## config.mk

```make
export PLATFORM = sky130hd
export DESIGN_NAME = isgl_fifo
export DESIGN_NICKNAME = d
export VERILOG_FILES = /design/src/design/isgl_pkg.sv /design/src/design/isgl_fifo.sv
export SDC_FILE = /design/constraint.sdc
export NUM_CORES = 1
export LEC_CHECK = 0
export ABC_AREA = 1
export BUFFER_PORTS_ARGS = -buffer_cell sky130_fd_sc_hd__buf_2
export CAP_MARGIN = 20
export CORE_AREA = 10 10 47 49
export CTS_CLUSTER_DIAMETER = 50
export CTS_CLUSTER_SIZE = 8
export DETAILED_ROUTE_END_ITERATION = 12
export DIE_AREA = 0 0 57 59
export GPL_ROUTABILITY_DRIVEN = 0
export SYNTH_ARGS = -nofsm -noshare
export SYNTH_HDL_FRONTEND = slang
export SYNTH_SLANG_ARGS = --single-unit
```

## constraint.sdc

```tcl
create_clock -name clk -period 1.9 [get_ports clk]
set_input_delay 0.19 -clock clk [delete_from_list [all_inputs] [get_ports clk]]
set_output_delay 0.19 -clock clk [all_outputs]
set_load 0.005 [all_outputs]
```

## src/design/isgl_pkg.sv

```systemverilog
// isgl_pkg: shared widths, codes, transaction structs and the sigmoid table
// for the ising glauber spin update block; depends on nothing
package isgl_pkg;

    localparam int MAX_SPINS   = 64;
    localparam int IDX_W       = $clog2(MAX_SPINS);
    localparam int CNT_W       = IDX_W + 1;
    localparam int COUP_W      = 16;
    localparam int COUP_DEPTH  = MAX_SPINS * MAX_SPINS;
    localparam int COUP_AW     = 2 * IDX_W;
    localparam int FIELD_W     = 24;
    localparam int ACC_W       = FIELD_W + 2;
    localparam int CERT_W      = 7;
    localparam int PROB_W      = 16;
    localparam int RND_W       = 16;
    localparam int TEMP_W      = 16;
    localparam int ENERGY_W    = 32;
    localparam int X_W         = FIELD_W + TEMP_W + 2;
    localparam int OFF_W       = X_W + 1;
    localparam int SIG_ENTRIES = 256;
    localparam int SIG_BITS    = $clog2(SIG_ENTRIES);
    localparam int QDEPTH      = 2;
    localparam int QPTR_W      = $clog2(QDEPTH);
    localparam int QCNT_W      = $clog2(QDEPTH + 1);
    localparam int CFG_IDX_W   = 2;
    localparam int CFG_DATA_W  = 16;

    localparam int FIELD_MAX = 8388607;
    localparam int FIELD_MIN = -8388608;
    localparam logic signed [ACC_W-1:0] ACC_FIELD_MAX = ACC_W'(FIELD_MAX);
    localparam logic signed [ACC_W-1:0] ACC_FIELD_MIN = ACC_W'(FIELD_MIN);
    localparam logic [CERT_W-1:0] CERT_RESET = CERT_W'(50);
    localparam logic [CERT_W-1:0] CERT_MAX   = CERT_W'(100);
    localparam logic [CNT_W-1:0]  SPIN_LIMIT = CNT_W'(MAX_SPINS);

    localparam logic signed [1:0] SPIN_POS  = 2'sb01;
    localparam logic signed [1:0] SPIN_NEG  = 2'sb11;
    localparam logic signed [1:0] SPIN_ZERO = 2'sb00;
    localparam logic signed [1:0] SPIN_LOW  = 2'sb10;

    typedef enum logic [2:0]
    {
        CMD_SET_SPIN     = 3'd0,
        CMD_SET_COUPLING = 3'd1,
        CMD_ADD_EVIDENCE = 3'd2,
        CMD_UPDATE       = 3'd3,
        CMD_READ_ENERGY  = 3'd4
    } cmd_t;

    typedef enum logic [CFG_IDX_W-1:0]
    {
        REG_ACTIVE_COUNT = 2'd0,
        REG_INV_TEMP     = 2'd1
    } reg_idx_t;

    typedef enum logic [3:0]
    {
        S_CLEAR,
        S_IDLE,
        S_LOOK,
        S_EXEC,
        S_UROW,
        S_UMUL,
        S_UPROB,
        S_UDONE,
        S_EHEAD,
        S_EHDAT,
        S_EROW,
        S_EDONE
    } back_state_t;

    typedef struct packed
    {
        logic [2:0]              cmd;
        logic [IDX_W-1:0]        a;
        logic [IDX_W-1:0]        b;
        logic signed [COUP_W-1:0] value;
        logic signed [1:0]       spin;
        logic [RND_W-1:0]        rnd;
        logic                    reject;
        logic                    a_ok;
        logic [CNT_W-1:0]        n;
    } op_t;

    typedef struct packed
    {
        logic                      status;
        logic signed [1:0]         new_spin;
        logic signed [FIELD_W-1:0] local_field;
        logic [PROB_W-1:0]         prob_up;
        logic signed [ENERGY_W-1:0] energy;
        logic [CERT_W-1:0]         certainty;
    } res_t;

    typedef struct packed
    {
        logic clearing;
    } back_stat_t;

    typedef logic [PROB_W-1:0] sig_tab_t [SIG_ENTRIES];

    function automatic logic signed [FIELD_W-1:0] sat_field(logic signed [ACC_W-1:0] v);
        logic signed [ACC_W-1:0] r;
        r = v;
        if (v > ACC_FIELD_MAX)
            r = ACC_FIELD_MAX;
        else if (v < ACC_FIELD_MIN)
            r = ACC_FIELD_MIN;
        return r[FIELD_W-1:0];
    endfunction

    function automatic logic [63:0] udiv64(logic [63:0] num, logic [63:0] den);
        logic [63:0] q;
        logic [63:0] r;
        q = '0;
        r = '0;
        for (int i = 63; i >= 0; i--)
        begin
            r = {r[62:0], num[i]};
            if (r >= den)
            begin
                r    = r - den;
                q[i] = 1'b1;
            end
        end
        return q;
    endfunction

    // exp(-a) in q31 for a in q16
    function automatic logic [63:0] exp_neg_q31(logic [63:0] a);
        logic [63:0] y;
        logic [63:0] term;
        logic [63:0] sum;
        logic [63:0] t;
        y    = a << 11;
        term = 64'h8000_0000;
        sum  = 64'h8000_0000;
        for (int n = 1; n <= 12; n++)
        begin
            t = (term * y) >> 31;
            case (n)
                1:       term = t;
                2:       term = t / 2;
                3:       term = t / 3;
                4:       term = t / 4;
                5:       term = t / 5;
                6:       term = t / 6;
                7:       term = t / 7;
                8:       term = t / 8;
                9:       term = t / 9;
                10:      term = t / 10;
                11:      term = t / 11;
                12:      term = t / 12;
                default: term = t;
            endcase
            if (n[0])
                sum = sum - term;
            else
                sum = sum + term;
        end
        for (int n = 0; n < 4; n++)
            sum = (sum * sum) >> 31;
        return sum;
    endfunction

    function automatic sig_tab_t build_sig_tab();
        sig_tab_t    tab;
        longint      c;
        logic [63:0] mag;
        logic [63:0] d;
        logic [63:0] p;
        for (int k = 0; k < SIG_ENTRIES; k++)
        begin
            c   = ((2 * longint'(k) + 1) * 524288) / SIG_ENTRIES - 524288;
            mag = 64'((c < 0) ? -c : c);
            d   = (64'd1 << 31) + exp_neg_q31(mag);
            p   = udiv64((64'd1 << 47) + (d >> 1), d);
            if (c < 0)
                p = 64'd65536 - p;
            if (p > 64'd65535)
                p = 64'd65535;
            tab[k] = p[PROB_W-1:0];
        end
        return tab;
    endfunction

    localparam sig_tab_t SIG_TAB = build_sig_tab();

endpackage

```

## src/design/isgl_fifo.sv

```systemverilog
// isgl_fifo: short first-in first-out queue of transactions of any packed type
// depends on isgl_pkg for depth and pointer widths
module isgl_fifo
    import isgl_pkg::*;
#(
    parameter type T = logic
)
(
    input  logic clk,
    input  logic rst_n,
    input  logic push,
    input  T     din,
    output logic full,
    input  logic pop,
    output T     dout,
    output logic empty
);

    T                  ent_reg [QDEPTH];
    logic [QPTR_W-1:0] wr_ptr_reg;
    logic [QPTR_W-1:0] wr_ptr_next;
    logic [QPTR_W-1:0] rd_ptr_reg;
    logic [QPTR_W-1:0] rd_ptr_next;
    logic [QCNT_W-1:0] count_reg;
    logic [QCNT_W-1:0] count_next;
    logic              do_push;
    logic              do_pop;

    assign full    = (count_reg == QCNT_W'(QDEPTH));
    assign empty   = (count_reg == '0);
    assign do_push = push && !full;
    assign do_pop  = pop && !empty;
    assign dout    = ent_reg[rd_ptr_reg];

    always_comb
    begin
        wr_ptr_next = wr_ptr_reg;
        rd_ptr_next = rd_ptr_reg;
        count_next  = count_reg;
        if (do_push)
            wr_ptr_next = (wr_ptr_reg == QPTR_W'(QDEPTH - 1)) ? '0 : wr_ptr_reg + 1'b1;
        if (do_pop)
            rd_ptr_next = (rd_ptr_reg == QPTR_W'(QDEPTH - 1)) ? '0 : rd_ptr_reg + 1'b1;
        if (do_push && !do_pop)
            count_next = count_reg + 1'b1;
        else if (do_pop && !do_push)
            count_next = count_reg - 1'b1;
    end

    always_ff @(posedge clk or negedge rst_n)
    begin
        if (!rst_n)
        begin
            wr_ptr_reg <= '0;
            rd_ptr_reg <= '0;
            count_reg  <= '0;
        end
        else
        begin
            wr_ptr_reg <= wr_ptr_next;
            rd_ptr_reg <= rd_ptr_next;
            count_reg  <= count_next;
        end
    end

    always_ff @(posedge clk)
    begin
        if (do_push)
            ent_reg[wr_ptr_reg] <= din;
    end

endmodule

```

==> results.txt, run 1 <==
* Slew at the pin with the worst max-slew slack: 0.2717 ns
* Reg2Reg Launch Point: count_reg[0]$_DFFE_PN0P_
- Pin placement for this block handled 8 I/O pins.
* Power density of the placed cells: 1545 nW/um2
* R2r setup slk: 0.50 ns
- Die Width: 57 um
- Lkg Pwr: 0.2164 nW
- Number of iterations in the first detailed-routing pass: 2
- For the worst setup path, the data arrival time is 1.54 ns.
* Critical path endpoint category: flop
- Clock-pin slew was measured on the worst setup and hold paths at 0.05 ns.
* Cell accounting for the most synthesized area: sky130_fd_sc_hd__dfrtp_1
* Synth-to-Final Area Change: 29.92%
* Placeable core region: 1401 um2
* Maximum fanout along the worst path: 7
* Number of nets still failing antenna checks after routing: 0
* Total congestion overflow: 0
- Count of standard-cell rows: 14
* Synth unique cells: 12
- Max-cap viol count: 0
* Number of storage elements in the synthesis netlist: 6
- The floorplan step defined a die boundary enclosing 3363 um2.
- TritonCTS built the clock tree.
- The clock arrives with 0.008018 ns of skew.
- Starting Density: 0.2179
- Mean post-synth cell area: 8.251 um2
- Clock sink total: 6
- Synth top area cells: sky130_fd_sc_hd__dfrtp_1 33%, sky130_fd_sc_hd__edfxtp_1 20%, sky130_fd_sc_hd__nand2_1 15%, sky130_fd_sc_hd__inv_1 9.8%, sky130_fd_sc_hd__ha_1 4.1%
- Counting the fill cells in the layout gives 157.
* Post-layout min period: 1.404 ns
* Ys Warns: 0
* Number of I/O port buffers: 7
* Result of the run: finished, final reports clean
- After detailed routing, the number of vias per cell comes to 4.108.
- Post-route worst hold slack: 0.1221 ns
- Sum of negative setup slack: 0 ns
* Final routed DRC violation total: 0
- Syn Std Cell Area: 305.3 um2
- Path category of the worst min-delay check: in -> reg
- Syn nets: 43
- Die H: 59 um
- Number of max-slew violations in the final report: 0
- Number of setup violations in the final report: 0
- Worst R2R End: count_reg[1]$_DFFE_PN0P_
- Unrepaired setup endpoints after global routing: false
- The critical path is of the reg -> reg type.
- Post-CTS sizing: 0
- Max clock buf depth: 2
- For the worst-skew pair, the clock arrives at the later sink with an insertion delay of 0.25 ns.
- Violation count after the first detailed-routing iteration: 2
* Root buffer cell: sky130_fd_sc_hd__clkbuf_4
- VDD sags by at most 0.0005152 V.
* Fmax achieved: 712.4 MHz
- Pin count of the biggest net entering global routing: 8
* Hold path cells: 1
* Total wire length: 605 um
- In this run the tightest slew margin relative to its limit is 0.8170.
* Part of the Yosys area used for sequential elements: 0.5246
- Htree depth: 1
- Via count: 267
- Startpoint of the most critical hold path: din
- Average routed wire per standard cell: 9.308 um
* Number of standard cells after synthesis: 37
* Period Utilization, post-route: 0.7388
- The via count of the first global-routing pass is 248.
- Clock buffers created by TritonCTS: 3
- Initial antenna violation count: 0
- After the last flow step, the layout net total stands at 56.
- STA classifies the critical path startpoint as a flop.
* Final number of hold-violating endpoints: 0
- Length in cells of the worst reg-to-reg path: 6
- In the final layout, the share of cells above drive strength 1 is 0.2449.
- Area share of the largest cell type after synthesis: 0.3279
- The repair_antennas step left the layout with diodes totalling 0.
- The first global-routing pass estimated 993 um of wire.
- Gr usage total: 0.03901
* Req. time, crit path: 2.04 ns
- Min-Delay Endpoint: ent_reg[0]$_DFFE_PP_
## worst max-delay path, cell delays in order, from the launching register on
cell and delay (ns):
sky130_fd_sc_hd__dfrtp_1 0.45, sky130_fd_sc_hd__o21ai_0 0.28, sky130_fd_sc_hd__ha_1 0.30, sky130_fd_sc_hd__inv_1 0.08, sky130_fd_sc_hd__nand3_1 0.08, sky130_fd_sc_hd__nand2_1 0.06, sky130_fd_sc_hd__nand2_1 0.04
## placed cells by master (no fill, tap or decap)
cell type	netlist	final
sky130_fd_sc_hd__xnor2_1	1	1
sky130_fd_sc_hd__nor2_1	2	2
sky130_fd_sc_hd__nand3b_1	1	1
sky130_fd_sc_hd__buf_2	0	7
sky130_fd_sc_hd__o21ai_0	2	2
sky130_fd_sc_hd__inv_1	8	8
sky130_fd_sc_hd__nand2_1	12	12
sky130_fd_sc_hd__dfrtp_1	4	4
sky130_fd_sc_hd__nand3_1	1	1
sky130_fd_sc_hd__ha_1	1	1
sky130_fd_sc_hd__nand4_1	1	1
sky130_fd_sc_hd__edfxtp_1	2	2
sky130_fd_sc_hd__clkbuf_4	0	3
sky130_fd_sc_hd__dlygate4sd3_1	0	1
sky130_fd_sc_hd__nor2_2	2	2
sky130_fd_sc_hd__clkbuf_1	0	1
## cells by family after synthesis
group | Yosys count | synth area share
buf+inv | 8 | 0.09836
simple gates | 19 | 0.2746
compound gates | 2 | 0.03279
xor+xnor | 1 | 0.02869
flops | 6 | 0.5246
fa+ha+maj | 1 | 0.04098
## timing repair
item,CTS,global route
buffers inserted,0,0
endpoints found under the hold margin,4,0
setup endpoints to repair,0,0
hold buffers,1,0
## how the worst max path moves through the flow
| stage | start | endpoint | slack (ns) | depth (start not counted) |
|---|---|---|---|---|
| after floorplan | count_reg[0]$_DFFE_PN0P_ | count_reg[1]$_DFFE_PN0P_ | 0.63 | 7 |
| after CTS | count_reg[0]$_DFFE_PN0P_ | count_reg[1]$_DFFE_PN0P_ | 0.49 | 6 |
| after detailed placement | count_reg[0]$_DFFE_PN0P_ | count_reg[1]$_DFFE_PN0P_ | 0.50 | 6 |
| final | count_reg[0]$_DFFE_PN0P_ | count_reg[1]$_DFFE_PN0P_ | 0.50 | 6 |
| after global routing | count_reg[0]$_DFFE_PN0P_ | count_reg[1]$_DFFE_PN0P_ | 0.40 | 6 |
| after global placement | count_reg[0]$_DFFE_PN0P_ | count_reg[1]$_DFFE_PN0P_ | 0.52 | 6 |
## final cells by class
| type | instances | area (um2) | share of cell area |
|---|---|---|---|
| Sequential cell | 6 | 160.2 | 0.4038 |
| Multi-Input combinational cell | 23 | 115.1 | 0.2902 |
| Timing Repair Buffer | 8 | 45.04 | 0.1136 |
| Inverter | 8 | 30.03 | 0.07571 |
| Clock buffer | 4 | 26.28 | 0.06625 |
| Tap cell | 16 | 20.02 | 0.05047 |
## synthesized netlist by cell type
library cell               number
sky130_fd_sc_hd__nand2_1       12
sky130_fd_sc_hd__inv_1          8
sky130_fd_sc_hd__dfrtp_1        4
sky130_fd_sc_hd__edfxtp_1       2
sky130_fd_sc_hd__nor2_1         2
sky130_fd_sc_hd__nor2_2         2
sky130_fd_sc_hd__o21ai_0        2
sky130_fd_sc_hd__ha_1           1
sky130_fd_sc_hd__nand3_1        1
sky130_fd_sc_hd__nand3b_1       1
sky130_fd_sc_hd__nand4_1        1
sky130_fd_sc_hd__xnor2_1        1
## report_power, final
group	leakage, nW	switching [mW]	internal (mW)
clock	0.0150	0.0535	0.0800
sequential	0.0665	0.0468	0.191
combinational	0.135	0.135	0.106
## routing by layer
layer  routed length (um)  GRT usage  share of wire  up-vias
met5                    0          0              0        -
met2                  220    0.04961           0.36       10
li1                     -          -              -      138
met1                  322    0.04551           0.53      116
met3                   41    0.02361          0.068        3
met4                   21    0.03020          0.035        0
## stage by stage
stage / setup slack [ns] / utilization / cells / instance area [um2] / total power [mW]
global placement: 0.5170 / 0.2571 / 60 / 360.3 / 0.4748
floorplan: 0.6334 / - / 37 / 305.3 / 0.4066
finish: 0.4963 / 0.2830 / 65 / 396.6 / 0.6127
CTS: 0.4923 / 0.2830 / 65 / 396.6 / 0.6211
detailed placement: 0.5030 / 0.2571 / 60 / 360.3 / 0.4831
global route: 0.4037 / 0.2830 / 65 / 396.6 / 0.6769
Note: power is estimated with default switching activity, not from simulation.
==> run 2, diff against run 1 <==
- ABC_AREA: 1 -> 0
- clock period: 1.9 -> 1.3 ns (I/O delays scaled with it)
==> results.txt, run 2 <==
- Result of the run: finished, final reports clean
* Max-cap viol count: 0 (unchanged)
* Htree depth: 1 (unchanged)
- Number of setup violations in the final report: 0 (unchanged)
- Average routed wire per standard cell: 11.20 um (+20%)
* Number of nets still failing antenna checks after routing: 0 (unchanged)
- The critical path in this run is classified as reg -> reg.
- The instance count of the mapped netlist is 22 (-41%).
- The final cell area excluding filler cells is 424.2 um2 (+6.9%).
- The number of antenna violations at the first check in global routing came to 0 (unchanged).
- Post-route worst hold slack: 0.08526 ns (-0.03682 ns)
- Post-layout min period: 1.298 ns (-0.1056 ns)
- The starting utilization of the core area is 0.1911 (-0.02679).
* Unrepaired setup endpoints after global routing: true
- The antenna diode count came to 0 (unchanged).
* Clock buffers created by TritonCTS: 3 (unchanged)
* Logic gate share of total power: 0.478 (+0.084)
- The area of the die was 3363 um2 (unchanged).
- Switching power of the nets: 0.3310 mW (+41%)
* Final core area utilization: 0.3027 (+0.01964)
- Cell accounting for the most synthesized area: sky130_fd_sc_hd__dfrtp_1
- The vertical die dimension was 59 um (unchanged).
- The number of cells on the worst reg-to-reg path is 7 (+1).
- The via count of the first global-routing pass came to 278 (+12%).
* Critical path endpoint category: flop
- The routed wire length came to 605 um (unchanged).
- The clock sink total was 6 (unchanged).
- Via count: 203 (-24%)
* DP Worst Slack: -0.01825 ns (-0.5213 ns)
* Detail-routed via count per cell: 3.759 (-8.5%)
- The relative contribution of sequential cells to total power came to 0.353 (-0.035).
- The standard cell core area came to 1401 um2 (unchanged).
- The remaining routing DRC violations was 0 (unchanged).
* Fmax achieved: 770.4 MHz (+8.1%)
- Power Internal: 0.6763 mW (+79%)
- The number of buffers inserted by port buffering came to 7 (unchanged).
- Yosys attributes the largest share of cell area to sky130_fd_sc_hd__dfrtp_1 37%, sky130_fd_sc_hd__edfxtp_1 22%, sky130_fd_sc_hd__xnor2_1 9.8%, sky130_fd_sc_hd__xor2_1 6.5%, sky130_fd_sc_hd__ha_1 4.7%.
- TritonCTS built the clock tree.
* Syn Std Cell Area: 267.8 um2 (-12%)
- The number of enable flip-flop cells after synthesis was 2 (unchanged).
- Worst-case setup margin in the final layout: 0.001925 ns (-0.4944 ns)
- Number of fill cells in the layout: 150 (-4.5%)
* Number of top-level design ports: 8 (unchanged)
* Count of standard-cell rows: 14 (unchanged)
- The worst ir drop on vdd was 0.0007867 V (+53%).
- The x dimension of the die was 57 um (unchanged).
- Ys async rst share: 0.6667 (unchanged)
- Commonest non-fill, non-tap cell in the layout: sky130_fd_sc_hd__buf_2
* Worst-skew pair later-pin latency: 0.24 ns (about the same)
- The setup total negative slack came to 0 ns (unchanged).
* Final number of hold-violating endpoints: 0 (unchanged)
- Maximum fanout along the worst path: 3 (-4)
* Storage cell area: 160.2 um2 (unchanged)
- Top cell types by occurrence after synthesis: 4 x sky130_fd_sc_hd__dfrtp_1, 3 x sky130_fd_sc_hd__nor2_1, 3 x sky130_fd_sc_hd__xnor2_1
- The number of buffers between clock root and the deepest sink is 2 (unchanged).
* Syn nets: 28 (-35%)
* Slew at the pin with the worst max-slew slack: 0.1948 ns (-0.07689 ns)
* Synth-to-Final Area Change: 58.41%
* Area share of the largest cell type after synthesis: 0.3738 (+0.04596)
- Fraction of final layout cells sized beyond drive strength 1: 0.5526 (+0.3077)
- Cell area after placement: 362.8 um2 (+0.69%)
- The power density over cell area was 2375 nW/um2 (+54%).
* Hold path cells: 1 (unchanged)
* Highest-count cells in the layout ignoring fill and taps: 7 x sky130_fd_sc_hd__buf_2, 5 x sky130_fd_sc_hd__buf_4, 4 x sky130_fd_sc_hd__dfrtp_1
* Max transition margin: 0.8701 (+0.05317)
- The critical path data required time is 1.46 ns (-0.58 ns).
- Gr usage total: 0.04512 (+0.006108)
- Sw Ratio: 0.3286 (-0.05511)
- The violation count after the first detailed-routing iteration is 0 (-2).
* First-pass GRT wire length: 1.124 mm (+13%)
- Area of the multi-input gates: 131.4 um2 (+14%)
- The post-route fraction of the period consumed by the critical path came to 0.9985 (+0.2597).
- The total grt overflow came to 0 (unchanged).
- The worst hold path belongs to the class in -> reg.
- The worst endpoint data arrival time is 1.46 ns (-0.08 ns).
- In this run the clock root is driven by a sky130_fd_sc_hd__clkbuf_4.
- Clk pwr share: 0.169 (-0.049)
* Number of iterations in the first detailed-routing pass: 1 (-1)
- Detailed placement HPWL: 480 um
- The count of synthesis-stage warnings from yosys is 0 (unchanged).
* Mean post-synth cell area: 12.17 um2 (+48%)
* Part of the Yosys area used for sequential elements: 0.5981 (+0.07354)
* Synth Flop Type: sky130_fd_sc_hd__dfrtp_1
- Number of max-slew violations in the final report: 0 (unchanged)
- Lkg Pwr: 0.2052 nW (-5.2%)
* Fin nets: 46 (-18%)
* Clock transition time at the flip-flop clock pins of the worst setup and hold paths: 0.05 ns (about the same)
- Synth unique cells: 12 (unchanged)
- The worst setup path is launched from a flop.
* Layout Skew: 0.002488 ns (-0.005531 ns)
* Number of storage elements in the synthesis netlist: 6 (unchanged)
- Most repeated cell in the gate-level netlist after synthesis: sky130_fd_sc_hd__dfrtp_1
- The maximum number of pins on one net before global-route repair was 5 (-3).
==> run 2: cell types whose count changed after synthesis <==
cell,change
sky130_fd_sc_hd__and3_1,+1
sky130_fd_sc_hd__inv_1,-6
sky130_fd_sc_hd__mux2_2,+1
sky130_fd_sc_hd__nand2_1,-11
sky130_fd_sc_hd__nand2b_1,+1
sky130_fd_sc_hd__nand3_1,-1
sky130_fd_sc_hd__nand3b_1,-1
sky130_fd_sc_hd__nand4_1,-1
sky130_fd_sc_hd__nor2_1,+1
sky130_fd_sc_hd__nor2_2,-2
sky130_fd_sc_hd__o21ai_0,-2
sky130_fd_sc_hd__o21ai_1,+1
sky130_fd_sc_hd__xnor2_1,+2
sky130_fd_sc_hd__xor2_1,+2
==> run 2: per-stage QoR <==
| step | std cells | power [mW] |
|---|---|---|
| 6_report | 54 | 1.007 |
| 5_1_grt | 54 | 1.117 |
| 4_1_cts | 54 | 1.026 |
| 3_5_place_dp | 48 | 0.7746 |
| 3_3_place_gp | 48 | 0.7691 |
| 2_1_floorplan | 22 | 0.6091 |
==> run 2: metal layers <==
layer  wire [um]  vias up  track usage
li1            -      106            -
met1         292       89      0.04802
met2         253        8      0.06202
met3          59        0      0.02575
met4           0        0      0.04027
met5           0        -            0
==> run 2: final timing paths <==
check	start	to	slack, ns
max	count_reg[0]$_DFFE_PN0P_	count_reg[1]$_DFFE_PN0P_	0.002
min in group asynchronous	rst_n	count_reg[1]$_DFFE_PN0P_	0.21
max in group asynchronous	rst_n	wr_ptr_reg$_DFFE_PN0N_	0.96
min	din	ent_reg[0]$_DFFE_PP_	0.09
max reg2reg	count_reg[0]$_DFFE_PN0P_	count_reg[1]$_DFFE_PN0P_	0.002
min reg2reg	rd_ptr_reg$_DFFE_PN0P_	rd_ptr_reg$_DFFE_PN0P_	0.48
==> run 2: logic make-up (layout without fill, tap and decap cells) <==
group | Yosys count | in the layout | synth area share
AOI/OAI and AO/OA | 1 | 1 | 0.01867
and+or+nand+nor | 6 | 6 | 0.1028
DFF | 6 | 6 | 0.5982
adders and majority gates | 1 | 1 | 0.04672
xor gates and xnor gates | 5 | 5 | 0.1636
muxes | 1 | 1 | 0.04205
buffers and inverters | 2 | 18 | 0.02805
==> run 2: what timing repair did <==
| item | in CTS | in global routing |
|---|---|---|
| hold buffers | 1 | 0 |
| buffers inserted | 2 | 0 |
| hold endpoints to repair | 4 | 0 |
| setup endpoints to repair | 1 | 1 |
| resized for setup | 3 | 0 |
| pin swaps | 4 | 0 |
==> run 2: power by group through the flow <==
stage	logic, mW	clock network, mW	registers, mW
finish	0.482	0.170	0.355
global route	0.550	0.201	0.366
CTS	0.494	0.177	0.355
detailed placement	0.423	0	0.352
global placement	0.418	0	0.352
floorplan	0.255	0	0.354
==> run 2: area by class of cell <==
cell class	instances	share of cell area
clock buffer	3	0.05310
multi-input combinational	14	0.3097
timing repair buffer	13	0.1947
inverter	2	0.01770
tap	16	0.04720
sequential	6	0.3776
==> run 2: critical path, cell delays in order (launching register included) <==
cell and delay (ns):
sky130_fd_sc_hd__dfrtp_1 0.40, sky130_fd_sc_hd__nand2b_4 0.17, sky130_fd_sc_hd__nand2_4 0.07, sky130_fd_sc_hd__inv_2 0.04, sky130_fd_sc_hd__ha_4 0.14, sky130_fd_sc_hd__xor2_1 0.13, sky130_fd_sc_hd__nor2_1 0.11, sky130_fd_sc_hd__xor2_1 0.16
