[src/design/isgl_pkg.sv]
// isgl_pkg: shared widths, codes, transaction structs and the sigmoid table
// for the ising glauber spin update block; depends on nothing
package isgl_pkg;

    localparam int MAX_SPINS   = 64;
    localparam int IDX_W       = $clog2(MAX_SPINS);
    localparam int CNT_W       = IDX_W + 1;
    localparam int COUP_W      = 16;
    localparam int COUP_DEPTH  = MAX_SPINS * MAX_SPINS;
    localparam int COUP_AW     = 2 * IDX_W;
    localparam int FIELD_W     = 24;
    localparam int ACC_W       = FIELD_W + 2;
    localparam int CERT_W      = 7;
    localparam int PROB_W      = 16;
    localparam int RND_W       = 16;
    localparam int TEMP_W      = 16;
    localparam int ENERGY_W    = 32;
    localparam int X_W         = FIELD_W + TEMP_W + 2;
    localparam int OFF_W       = X_W + 1;
    localparam int SIG_ENTRIES = 256;
    localparam int SIG_BITS    = $clog2(SIG_ENTRIES);
    localparam int QDEPTH      = 2;
    localparam int QPTR_W      = $clog2(QDEPTH);
    localparam int QCNT_W      = $clog2(QDEPTH + 1);
    localparam int CFG_IDX_W   = 2;
    localparam int CFG_DATA_W  = 16;

    localparam int FIELD_MAX = 8388607;
    localparam int FIELD_MIN = -8388608;
    localparam logic signed [ACC_W-1:0] ACC_FIELD_MAX = ACC_W'(FIELD_MAX);
    localparam logic signed [ACC_W-1:0] ACC_FIELD_MIN = ACC_W'(FIELD_MIN);
    localparam logic [CERT_W-1:0] CERT_RESET = CERT_W'(50);
    localparam logic [CERT_W-1:0] CERT_MAX   = CERT_W'(100);
    localparam logic [CNT_W-1:0]  SPIN_LIMIT = CNT_W'(MAX_SPINS);

    localparam logic signed [1:0] SPIN_POS  = 2'sb01;
    localparam logic signed [1:0] SPIN_NEG  = 2'sb11;
    localparam logic signed [1:0] SPIN_ZERO = 2'sb00;
    localparam logic signed [1:0] SPIN_LOW  = 2'sb10;

    typedef enum logic [2:0]
    {
        CMD_SET_SPIN     = 3'd0,
        CMD_SET_COUPLING = 3'd1,
        CMD_ADD_EVIDENCE = 3'd2,
        CMD_UPDATE       = 3'd3,
        CMD_READ_ENERGY  = 3'd4
    } cmd_t;

    typedef enum logic [CFG_IDX_W-1:0]
    {
        REG_ACTIVE_COUNT = 2'd0,
        REG_INV_TEMP     = 2'd1
    } reg_idx_t;

    typedef enum logic [3:0]
    {
        S_CLEAR,
        S_IDLE,
        S_LOOK,
        S_EXEC,
        S_UROW,
        S_UMUL,
        S_UPROB,
        S_UDONE,
        S_EHEAD,
        S_EHDAT,
        S_EROW,
        S_EDONE
    } back_state_t;

    typedef struct packed
    {
        logic [2:0]              cmd;
        logic [IDX_W-1:0]        a;
        logic [IDX_W-1:0]        b;
        logic signed [COUP_W-1:0] value;
        logic signed [1:0]       spin;
        logic [RND_W-1:0]        rnd;
        logic                    reject;
        logic                    a_ok;
        logic [CNT_W-1:0]        n;
    } op_t;

    typedef struct packed
    {
        logic                      status;
        logic signed [1:0]         new_spin;
        logic signed [FIELD_W-1:0] local_field;
        logic [PROB_W-1:0]         prob_up;
        logic signed [ENERGY_W-1:0] energy;
        logic [CERT_W-1:0]         certainty;
    } res_t;

    typedef struct packed
    {
        logic clearing;
    } back_stat_t;

    typedef logic [PROB_W-1:0] sig_tab_t [SIG_ENTRIES];

    function automatic logic signed [FIELD_W-1:0] sat_field(logic signed [ACC_W-1:0] v);
        logic signed [ACC_W-1:0] r;
        r = v;
        if (v > ACC_FIELD_MAX)
            r = ACC_FIELD_MAX;
        else if (v < ACC_FIELD_MIN)
            r = ACC_FIELD_MIN;
        return r[FIELD_W-1:0];
    endfunction

    function automatic logic [63:0] udiv64(logic [63:0] num, logic [63:0] den);
        logic [63:0] q;
        logic [63:0] r;
        q = '0;
        r = '0;
        for (int i = 63; i >= 0; i--)
        begin
            r = {r[62:0], num[i]};
            if (r >= den)
            begin
                r    = r - den;
                q[i] = 1'b1;
            end
        end
        return q;
    endfunction

    // exp(-a) in q31 for a in q16
    function automatic logic [63:0] exp_neg_q31(logic [63:0] a);
        logic [63:0] y;
        logic [63:0] term;
        logic [63:0] sum;
        logic [63:0] t;
        y    = a << 11;
        term = 64'h8000_0000;
        sum  = 64'h8000_0000;
        for (int n = 1; n <= 12; n++)
        begin
            t = (term * y) >> 31;
            case (n)
                1:       term = t;
                2:       term = t / 2;
                3:       term = t / 3;
                4:       term = t / 4;
                5:       term = t / 5;
                6:       term = t / 6;
                7:       term = t / 7;
                8:       term = t / 8;
                9:       term = t / 9;
                10:      term = t / 10;
                11:      term = t / 11;
                12:      term = t / 12;
                default: term = t;
            endcase
            if (n[0])
                sum = sum - term;
            else
                sum = sum + term;
        end
        for (int n = 0; n < 4; n++)
            sum = (sum * sum) >> 31;
        return sum;
    endfunction

    function automatic sig_tab_t build_sig_tab();
        sig_tab_t    tab;
        longint      c;
        logic [63:0] mag;
        logic [63:0] d;
        logic [63:0] p;
        for (int k = 0; k < SIG_ENTRIES; k++)
        begin
            c   = ((2 * longint'(k) + 1) * 524288) / SIG_ENTRIES - 524288;
            mag = 64'((c < 0) ? -c : c);
            d   = (64'd1 << 31) + exp_neg_q31(mag);
            p   = udiv64((64'd1 << 47) + (d >> 1), d);
            if (c < 0)
                p = 64'd65536 - p;
            if (p > 64'd65535)
                p = 64'd65535;
            tab[k] = p[PROB_W-1:0];
        end
        return tab;
    endfunction

    localparam sig_tab_t SIG_TAB = build_sig_tab();

endpackage

[src/design/isgl_front.sv]
// isgl_front: configuration registers, command intake and range classification
// depends on isgl_pkg; feeds the op queue in front of isgl_back
module isgl_front
    import isgl_pkg::*;
(
    input  logic                   clk,
    input  logic                   rst_n,
    input  logic                   push,
    output logic                   full,
    input  logic [2:0]             command,
    input  logic [IDX_W-1:0]       index_a,
    input  logic [IDX_W-1:0]       index_b,
    input  logic signed [COUP_W-1:0] value,
    input  logic signed [1:0]      spin_value,
    input  logic [RND_W-1:0]       random_value,
    input  logic                   cfg_valid,
    output logic                   cfg_ready,
    input  logic [CFG_IDX_W-1:0]   cfg_index,
    input  logic [CFG_DATA_W-1:0]  cfg_data,
    input  back_stat_t             back_stat,
    input  logic                   op_full,
    output logic                   op_push,
    output op_t                    op,
    output logic [TEMP_W-1:0]      inv_temperature
);

    logic [CNT_W-1:0]  active_reg;
    logic [TEMP_W-1:0] inv_temp_reg;
    logic [CNT_W-1:0]  n;
    logic              a_ok;
    logic              b_ok;

    assign cfg_ready       = 1'b1;
    assign inv_temperature = inv_temp_reg;
    assign full            = op_full || back_stat.clearing;
    assign op_push         = push && !full;

    always_ff @(posedge clk or negedge rst_n)
    begin
        if (!rst_n)
        begin
            active_reg   <= SPIN_LIMIT;
            inv_temp_reg <= TEMP_W'(256);
        end
        else if (cfg_valid)
        begin
            if (cfg_index == REG_ACTIVE_COUNT)
                active_reg <= cfg_data[CNT_W-1:0];
            else if (cfg_index == REG_INV_TEMP)
                inv_temp_reg <= cfg_data[TEMP_W-1:0];
        end
    end

    always_comb
    begin
        n    = (active_reg > SPIN_LIMIT) ? SPIN_LIMIT : active_reg;
        a_ok = {1'b0, index_a} < n;
        b_ok = {1'b0, index_b} < n;
        op.cmd    = command;
        op.a      = index_a;
        op.b      = index_b;
        op.value  = value;
        op.spin   = (spin_value == SPIN_LOW) ? SPIN_NEG : spin_value;
        op.rnd    = random_value;
        op.a_ok   = a_ok;
        op.n      = n;
        op.reject = (command <= CMD_UPDATE)
                    && (!a_ok || (command == CMD_SET_COUPLING && !b_ok));
    end

endmodule

[config.mk]
export PLATFORM = sky130hd
export DESIGN_NAME = isgl_front
export DESIGN_NICKNAME = d
export VERILOG_FILES = /design/src/design/isgl_pkg.sv /design/src/design/isgl_front.sv
export SDC_FILE = /design/constraint.sdc
export NUM_CORES = 1
export LEC_CHECK = 0
export BUFFER_PORTS_ARGS = -buffer_cell sky130_fd_sc_hd__buf_2
export CORE_MARGIN = 1.5
export CORE_UTILIZATION = 40
export DETAILED_ROUTE_END_ITERATION = 10
export GPL_ROUTABILITY_DRIVEN = 0
export PLACE_DENSITY = 0.95
export REMOVE_ABC_BUFFERS = 1
export SYNTH_ARGS = -nofsm -noshare
export SYNTH_HDL_FRONTEND = slang
export SYNTH_SLANG_ARGS = --single-unit
[constraint.sdc]
create_clock -name clk -period 5.2 [get_ports clk]
set_input_delay 0.78 -clock clk [delete_from_list [all_inputs] [get_ports clk]]
set_output_delay 0.78 -clock clk [all_outputs]
set_load 0.05 [all_outputs]
==> run_results.csv, run 1 <==
group,metric,value,unit
power,p_total,0.000681,W
clock_tree,cts_hold_buf,0,
grt,antenna_found_initial,0,
synthesis,ys_warn_count,0,
synthesis,synth_seq_area_share,35.3,%
layout,final_common_cell,"buf_2",
synthesis,synth_edf_count,0,
outcome,outcome,"complete, no violations",
grt,grt_start_max_net_pins,24,
synthesis,synthesis.area,1640,sq um
detailed_routing,drt-total-wl,4.33,mm
setup_path,required,4.42,ns
sta,hold_slack,0.484,ns
power,power.share.clock,15.8,%
setup_path,ff2ff_setup_slack,4.35,ns
power,comb_power_share,49.5,%
sta,fin_crit_sh,57.2,%
clock_tree,cts_resized,0,
synthesis,synth_area_leader_cell,"dfrtp_1",
sta,setup_viol,0,
layout,finalInstanceArea,1770,sq um
detailed_routing,wl_per_cell,19.0,um
setup_path,r2r-end,"active_reg[6]",
power,p_per_area,385,nW/um^2
clock_tree,cts_buffer_depth,2,
synthesis,postSynthAreaPerCell,11.5,sq um
layout,drive_above_1_share,66.9,%
synthesis,synth.top_cell.area_share,32.1,%
clock_tree,cts_root_buf,"clkbuf_8",
grt,first_global_vias,1038,
grt,overflow,0,
sta,max_slew_margin,65.6,%
sta,period_minus_slack,2.98,ns
setup_path,r2r_start,"active_reg[6]",
floorplanning,initial_core_util,41.2,%
synthesis,synthArstFlopShare,100,%
layout,final_cell_mix,"buf_2, dfrtp_1, mux2_2",
floorplanning,io_pins,150,
detailed_routing,final_antenna_net_count,0,
power,p_int,0.000374,W
clock_tree,cts_setup_buffers,0,
sta,fmax,336,MHz
detailed_routing,route.detailed.drc,0,
placement,io_buffers,84,
clock_tree,numCtsBuffers,3,
setup_path,r2r_cells,1,
power,switching_share,45.1,%
floorplanning,die-area,4490,sq um
sta,setup_tns,0,ns
setup_path,critPathSlowestCell,"dfstp_2",
floorplanning,fp-row-count,23,
placement,place_area,1720,sq um
synthesis,synth.area.top_cells,"dfrtp_1, buf_4, mux2_4",
power,ir_worst_vdd,0.195,mV
grt,grt_pass1_wl,5.92,mm
synthesis,synth-main-ff-cell,"dfrtp_1",
setup_path,crit_chain,"nand2b_1 -> ha_1 -> a21oi_1 -> o21ai_0 -> a221oi_1 -> o22ai_2 -> buf_2",
power,p_seq_share,34.7,%
setup_path,path_max_fanout,11,
power,switchingPower,0.000307,W
clock_tree,clkLatencyLatePin,0.26,ns
detailed_routing,dr.pass1.iters,6,
detailed_routing,vias,1152,
setup_path,start_kind,"flip-flop",
synthesis,synth.distinct_cells,29,
floorplanning,die_w,67.0,um
placement,hpwlAfterDp,3.60,mm
layout,fin_util,44.5,%
clock_tree,htreeDepth,1,
clock_tree,cts.sinks,23,
layout,area_delta_synth_final,7.95,%
layout,diodes,0,
synthesis,syn_inst,143,
setup_path,end_kind,"primary output",
synthesis,ys_ff_latch,23,
floorplanning,core_area,3970,sq um
grt,grt_use_total,18.9,%
floorplanning,fp.dieH,67.0,um
layout,largest_reg_flops,16,
sta,final-hold-violation-count,0,
clock_tree,clk_pin_slew,0.08,ns
clock_tree,cts_tree,"yes",
sta,worstMarginPinSlew,0.515,ns
power,p_leak,0.993,nW
setup_path,worstPathArrival,2.20,ns
layout,nNetsFinal,262,
setup_path,worstSetupStartpoint,"active_reg[6]",
setup_path,criticalPathCategory,"reg2out",
sta,rsz0062_at_grt,"false",
setup_path,max_stage_delay,0.62,ns
min_path,min_path_type,"in2async",
job,drv_cap,0,
setup_path,endpoint,"op[8]",
detailed_routing,drtIter0Drc,19,
detailed_routing,drt-vias-per-instance,5.05,
sta,drv_slew,0,
sta,skew,0,ns
-- cell type report --
| type | instances | area, sq um |
|---|---|---|
| clock buffers | 3 | 41.3 |
| clock inverters | 1 | 5.00 |
| fillers | 366 | 2200 |
| inverters | 6 | 22.5 |
| multi-input cells | 61 | 638 |
| flip-flops and latches | 23 | 578 |
| well taps | 50 | 62.6 |
| repair buffers | 84 | 420 |
-- metrics by stage --
| step | instances | worst slack [ns] |
|---|---|---|
| floorplan | 90 | 2.19 |
| global placement | 224 | 2.38 |
| detailed placement | 224 | 2.35 |
| CTS | 228 | 2.20 |
| global route | 228 | 2.04 |
| finish | 228 | 2.22 |
-- cells in the mapped netlist (all sizes together) (2+ instances only) --
library cell,instances
mux2,23
dfstp,2
nand2b,6
or2,2
a21oi,2
buf,52
ha,10
a21o,3
dfrtp,21
inv,6
-- power groups by stage --
stage                     combinational [W]  sequential (W)  clock (W)
after floorplan                    0.000142        0.000326          0
after global placement             0.000331        0.000238          0
after detailed placement           0.000338        0.000239          0
after CTS                          0.000339        0.000237   0.000113
after global routing               0.000359        0.000242   0.000120
final                              0.000337        0.000236   0.000107
-- worst max-delay path: cells and delay by family (launching register included) --
family	cells	cell delay, ns
simple gates	1	0.18
buf+inv	1	0.22
compound gates	4	0.67
fa+ha+maj	1	0.26
flops	1	0.62
-- how the worst min path moves through the flow --
stage	to	slack (ns)	cells past startpoint
after floorplan	active_reg[0]	0.48	0
after global placement	inv_temperature[3]	0.48	1
after detailed placement	inv_temperature[6]	0.49	1
after CTS	inv_temperature[10]	0.50	1
after global routing	inv_temperature[10]	0.52	1
final	inv_temperature[7]	0.48	1
-- per-layer routing --
layer | wire length [um] | GRT usage (%) | part of all wire, % | vias up
li1 | - | - | - | 499
met1 | 1320 | 16.9 | 30 | 507
met2 | 1890 | 29.4 | 44 | 146
met3 | 1120 | 20.8 | 26 | 0
met4 | 0 | 3.06 | 0 | 0
met5 | 0 | 0 | 0 | -
-- logic make-up after synthesis --
group | count (synthesis) | share of synthesized area [%]
buffers and inverters | 59 | 25.7
muxes | 23 | 18.1
DFF | 23 | 35.3
and+or+nand+nor | 17 | 8.48
AOI/OAI and AO/OA | 10 | 4.51
adders and majority gates | 10 | 7.64
other | 1 | 0.229
No activity file was read; power rests on OpenSTA's default activity.
==> inputs of run 2 (changes only) <==
--- a/config.mk
+++ b/config.mk
@@ -7,10 +7,10 @@
 export LEC_CHECK = 0
 export BUFFER_PORTS_ARGS = -buffer_cell sky130_fd_sc_hd__buf_2
 export CORE_MARGIN = 1.5
-export CORE_UTILIZATION = 40
+export CORE_UTILIZATION = 34
 export DETAILED_ROUTE_END_ITERATION = 10
 export GPL_ROUTABILITY_DRIVEN = 0
-export PLACE_DENSITY = 0.95
+export PLACE_DENSITY = 0.89
 export REMOVE_ABC_BUFFERS = 1
 export SYNTH_ARGS = -nofsm -noshare
 export SYNTH_HDL_FRONTEND = slang
==> constraint.sdc (replaced) <==
create_clock -name clk -period 2.6 [get_ports clk]
set_input_delay 0.39 -clock clk [delete_from_list [all_inputs] [get_ports clk]]
set_output_delay 0.39 -clock clk [all_outputs]
set_load 0.05 [all_outputs]
==> run_results.csv, run 2 (synthesis gave the netlist of run 1 again) <==
group,metric,value,unit
sta,worstMarginPinSlew,0.510,ns
clock_tree,cts_hold_buf,0,
layout,final_cell_mix,"buf_2, dfrtp_1, mux2_2",
placement,place_area,1730,sq um
sta,drv_slew,0,
power,p_leak,1.01,nW
power,power.share.clock,15.8,%
detailed_routing,wl_met3,585,um
job,drv_cap,0,
placement,hpwlAfterDp,3.11,mm
grt,overflow,0,
power,switchingPower,0.000624,W
grt,grt_start_max_net_pins,24,
grt,grt_pass1_wl,5.46,mm
detailed_routing,dr.pass1.iters,3,
clock_tree,numCtsBuffers,3,
layout,largest_reg_flops,16,
grt,antenna_found_initial,0,
floorplanning,core_area,4690,sq um
clock_tree,clkLatencyLatePin,0.26,ns
sta,final-hold-violation-count,0,
power,comb_power_share,50.2,%
sta,setup_viol,0,
setup_path,end_kind,"primary output",
layout,stdcell_count,233,
layout,drive_above_1_share,68.2,%
clock_tree,cts_root_buf,"clkbuf_8",
layout,n_fill_cell,470,
setup_path,criticalPathCategory,"reg2out",
detailed_routing,drt-vias-per-instance,4.73,
sta,fin_crit_sh,94.5,%
grt,first_global_vias,1069,
floorplanning,fp-row-count,25,
setup_path,path_max_fanout,8,
detailed_routing,drt-total-wl,3.88,mm
power,p_total,0.00138,W
detailed_routing,wl_per_cell,16.6,um
placement,place_inst,228,
detailed_routing,route.met2.wl,1.61,mm
detailed_routing,route.detailed.drc,0,
grt,grt_use_total,14.3,%
setup_path,crit_chain,"nand2b_1 -> ha_1 -> a21o_1 -> a221oi_2 -> o22ai_2 -> buf_4",
setup_path,critPathSlowestCell,"dfstp_2",
setup_path,max_stage_delay,0.59,ns
power,p_seq_share,34.1,%
power,p_int,0.000760,W
setup_path,worstPathArrival,2.07,ns
detailed_routing,final_antenna_net_count,0,
detailed_routing,wl_met1,1.64,mm
floorplanning,initial_core_util,34.9,%
floorplanning,fp.dieH,72.4,um
sta,fmax,407,MHz
power,ir_worst_vdd,0.334,mV
floorplanning,die-area,5240,sq um
sta,rsz0062_at_grt,"false",
clock_tree,htreeDepth,1,
clock_tree,cts_buffer_depth,2,
setup_path,start_kind,"flip-flop",
layout,nNetsFinal,263,
layout,final_common_cell,"buf_2",
layout,diodes,0,
outcome,outcome,"complete, no violations",
floorplanning,die_w,72.4,um
placement,io_buffers,84,
power,switching_share,45.1,%
detailed_routing,vias,1103,
sta,period_minus_slack,2.46,ns
sta,skew,0,ns
layout,area_delta_synth_final,9.70,%
detailed_routing,drtIter0Drc,23,
clock_tree,clk_pin_slew,0.08,ns
min_path,min_path_type,"in2async",
detailed_routing,maxUsedRoutingLayer,"met5",
clock_tree,cts_tree,"yes",
sta,max_slew_margin,66.0,%
clock_tree,cts.sinks,23,
floorplanning,io_pins,150,
layout,finalInstanceArea,1800,sq um
power,p_per_area,770,nW/um^2
setup_path,required,2.21,ns
## run 2: cell types whose count changed in the layout (fill, tap and decap cells not counted)
| cell | previous run | this run |
|---|---|---|
| nand2b_4 | 0 | 1 |
| o21ai_1 | 0 | 1 |
| buf_4 | 0 | 2 |
| o21ai_0 | 1 | 0 |
| a221oi_1 | 1 | 0 |
| nand2b_1 | 6 | 5 |
| a221oi_2 | 0 | 1 |
| buf_2 | 84 | 83 |
## run 2: area by class of cell
type	instances	area, sq um	share of cell area [%]
multi-input combinational	61	652	36.3
sequential	23	578	32.2
timing repair buffer	85	430	24.0
tap	54	67.6	3.76
clock buffer	3	41.3	2.30
inverter	6	22.5	1.25
clock inverter	1	5.00	0.279
## run 2: power by group through the flow
stage               combinational (W)  clock (W)  sequential [W]
finish                       0.000694   0.000218        0.000471
global route                 0.000735   0.000244        0.000484
CTS                          0.000683   0.000231        0.000471
detailed placement           0.000676          0        0.000478
global placement             0.000664          0        0.000477
floorplan                    0.000284          0        0.000652
## run 2: per-layer routing
| layer | GRT usage [%] | up-vias |
|---|---|---|
| met5 | 5.05 | - |
| met4 | 2.52 | 2 |
| met3 | 9.03 | 2 |
| met2 | 21.1 | 109 |
| met1 | 17.6 | 489 |
| li1 | - | 501 |
## run 2: final timing paths
check,endpoint,depth (start not counted),startpoint,slack [ns]
max,op[8],6,active_reg[6],0.14
min,inv_temperature[11],1,rst_n,0.09
max reg2reg,active_reg[6],1,active_reg[6],1.80
min reg2reg,inv_temperature[2],1,inv_temperature[2],0.51
max in group asynchronous,active_reg[6],1,rst_n,2.15
min in group clk,inv_temperature[10],2,cfg_data[10],0.35
## run 2: worst max-delay path, delay by kind of cell, from the launching register on
kind                     cells  cell delay, ns
buffers and inverters        1            0.20
flip-flops                   1            0.59
AND/OR/NAND/NOR              1            0.17
adder cells (fa/ha/maj)      1            0.26
AO/OA/AOI/OAI                3            0.59
## run 2: repair_timing
| item | in CTS | in global routing |
|---|---|---|
| endpoints found under the setup margin | 1 | 1 |
| pin swaps | 0 | 1 |
| resized for setup | 0 | 5 |
| cloned | 0 | 0 |
| setup buffers | 1 | 0 |
## run 2: per-stage QoR
| step | setup slack, ns | TNS, ns | util, % | hold slack [ns] |
|---|---|---|---|---|
| global placement | 0.374 | 0 | 36.8 | 0.401 |
| floorplan | -0.0214 | -0.0214 | - | 0.0944 |
| CTS | 0.0351 | 0 | 37.9 | 0.114 |
| finish | 0.143 | 0 | 38.3 | 0.0909 |
| global route | 0.00694 | 0 | 38.3 | 0.132 |
| detailed placement | 0.295 | 0 | 36.8 | 0.410 |
==> inputs of run 3 (changes only) <==
--- a/config.mk
+++ b/config.mk
@@ -5,12 +5,13 @@
 export SDC_FILE = /design/constraint.sdc
 export NUM_CORES = 1
 export LEC_CHECK = 0
-export BUFFER_PORTS_ARGS = -buffer_cell sky130_fd_sc_hd__buf_2
 export CORE_MARGIN = 1.5
-export CORE_UTILIZATION = 34
+export CORE_UTILIZATION = 52
+export CTS_BUF_LIST = sky130_fd_sc_hd__clkbuf_8
 export DETAILED_ROUTE_END_ITERATION = 10
+export DONT_BUFFER_PORTS = 1
 export GPL_ROUTABILITY_DRIVEN = 0
-export PLACE_DENSITY = 0.89
+export PLACE_DENSITY = 0.82
 export REMOVE_ABC_BUFFERS = 1
 export SYNTH_ARGS = -nofsm -noshare
 export SYNTH_HDL_FRONTEND = slang
==> run_results.csv, run 3 (synthesis gave the netlist of run 1 again) <==
group,metric,value,unit
sta,period_minus_slack,2.50,ns
detailed_routing,route.detailed.drc,0,
sta,setup_viol,0,
setup_path,path_buf_inv,1,
grt,overflow,0,
sta,fin_crit_sh,96.0,%
outcome,outcome,"complete, no violations",
setup_path,critPathSlowestCell,"dfstp_2",
min_path,min_path_type,"in2reg",
layout,final_common_cell,"dfrtp_1",
sta,drv_slew,0,
placement,hpwlAfterDp,3.56,mm
detailed_routing,wl_per_cell,29.0,um
placement,place_inst,138,
detailed_routing,drt-vias-per-instance,5.87,
layout,largest_reg_flops,16,
sta,fmax,401,MHz
clock_tree,clkLatencyLatePin,0.26,ns
job,drv_cap,0,
sta,max_slew_margin,35.3,%
layout,nNetsFinal,183,
layout,stdcell_count,143,
power,ir_worst_vdd,0.437,mV
placement,io_buffers,0,
layout,fin_util,46.4,%
clock_tree,cts_setup_buffers,0,
setup_path,criticalPathCategory,"reg2out",
sta,setup_tns,0,ns
clock_tree,cts_root_buf,"clkbuf_8",
grt,grt_start_max_net_pins,24,
setup_path,required,2.21,ns
floorplanning,initial_core_util,54.1,%
power,p_per_area,878,nW/um^2
detailed_routing,dr.pass1.iters,3,
setup_path,start_kind,"flip-flop",
sta,skew,0,ns
floorplanning,io_pins,150,
grt,grt_use_total,24.3,%
layout,final_cell_mix,"dfrtp_1, mux2_2, mux2_4, ha_1, inv_1",
grt,first_global_vias,908,
clock_tree,htreeDepth,1,
clock_tree,cts_tree,"yes",
detailed_routing,drt-total-wl,4.15,mm
layout,area_delta_synth_final,-14.1,%
setup_path,worstPathArrival,2.11,ns
detailed_routing,vias,840,
setup_path,max_stage_delay,0.57,ns
sta,worstMarginPinSlew,0.967,ns
clock_tree,cts_buffer_depth,2,
setup_path,path_delay_family,"compound AO/OA/AOI/OAI gates",
layout,drive_above_1_share,41.4,%
floorplanning,die-area,3500,sq um
grt,antenna_found_initial,0,
clock_tree,cts.sinks,23,
setup_path,crit_chain,"nand2b_4 -> ha_1 -> a21o_1 -> a31oi_1 -> o22a_1 -> o22ai_2 -> buf_12",
detailed_routing,drtIter0Drc,30,
clock_tree,numCtsBuffers,3,
layout,diodes,0,
setup_path,path_max_fanout,7,
grt,grt_pass1_wl,5.60,mm
floorplanning,core_area,3030,sq um
sta,final-hold-violation-count,0,
sta,rsz0062_at_grt,"false",
detailed_routing,final_antenna_net_count,0,
power,p_leak,0.690,nW
floorplanning,fp-row-count,20,
clock_tree,clk_pin_slew,0.08,ns
layout,n_fill_cell,291,
setup_path,end_kind,"primary output",
floorplanning,die_w,59.1,um
floorplanning,fp.dieH,59.1,um
run 3: cell count changes in the layout (fill, tap and decap cells not counted), sizes merged:
| cell | change |
|---|---|
| dlygate4sd3 | +1 |
| buf | -81 |
run 3: metal layers:
metal	share of wire [%]	track usage, %	up-vias
met5	0	0	-
met4	1.3	7.79	0
met3	22	23.4	4
met2	47	38.1	111
met1	30	22.0	388
li1	-	-	337
run 3: worst paths after layout:
kind | from | endpoint | slack (ns) | depth (start not counted)
max in group asynchronous | rst_n | active_reg[0] | 1.29 | 1
hold reg to reg | active_reg[5] | active_reg[5] | 0.52 | 1
setup / recovery | active_reg[6] | op[8] | 0.10 | 7
min in group asynchronous | rst_n | inv_temperature[7] | 0.73 | 1
hold / removal | cfg_data[11] | inv_temperature[11] | 0.27 | 1
setup reg to reg | inv_temperature[12] | inv_temperature[12] | 1.57 | 1
run 3: report_power, final:
part / switching, W / internal, W
clock network: 0.000107 / 0.000107
logic: 0.000215 / 0.000157
registers: 0.000223 / 0.000427
total: 0.000544 / 0.000691
run 3: cell type report:
type / count / area (sq um) / share of cell area (%)
clock buffers: 3 / 41.3 / 2.94
clock inverters: 1 / 5.00 / 0.356
well taps: 44 / 55.1 / 3.91
flip-flops and latches: 23 / 578 / 41.1
inverters: 6 / 22.5 / 1.60
multi-input cells: 61 / 652 / 46.4
repair buffers: 5 / 52.6 / 3.74
run 3: metrics by stage:
step	hold slack, ns	cell area [sq um]	setup WS [ns]	total power, W
floorplan	0.0944	1240	-0.0214	0.000936
global placement	0.0949	1340	0.450	0.000993
detailed placement	0.0949	1340	0.320	0.00101
CTS	0.263	1390	0.0291	0.00124
global route	0.260	1410	0.0255	0.00130
finish	0.272	1410	0.105	0.00124
run 3: repair_timing:
| item | 4_1_cts | 5_1_grt |
|---|---|---|
| hold buffers | 1 | 0 |
| hold endpoints to repair | 23 | 0 |
| setup endpoints to repair | 0 | 1 |
| gates resized for setup | 0 | 2 |
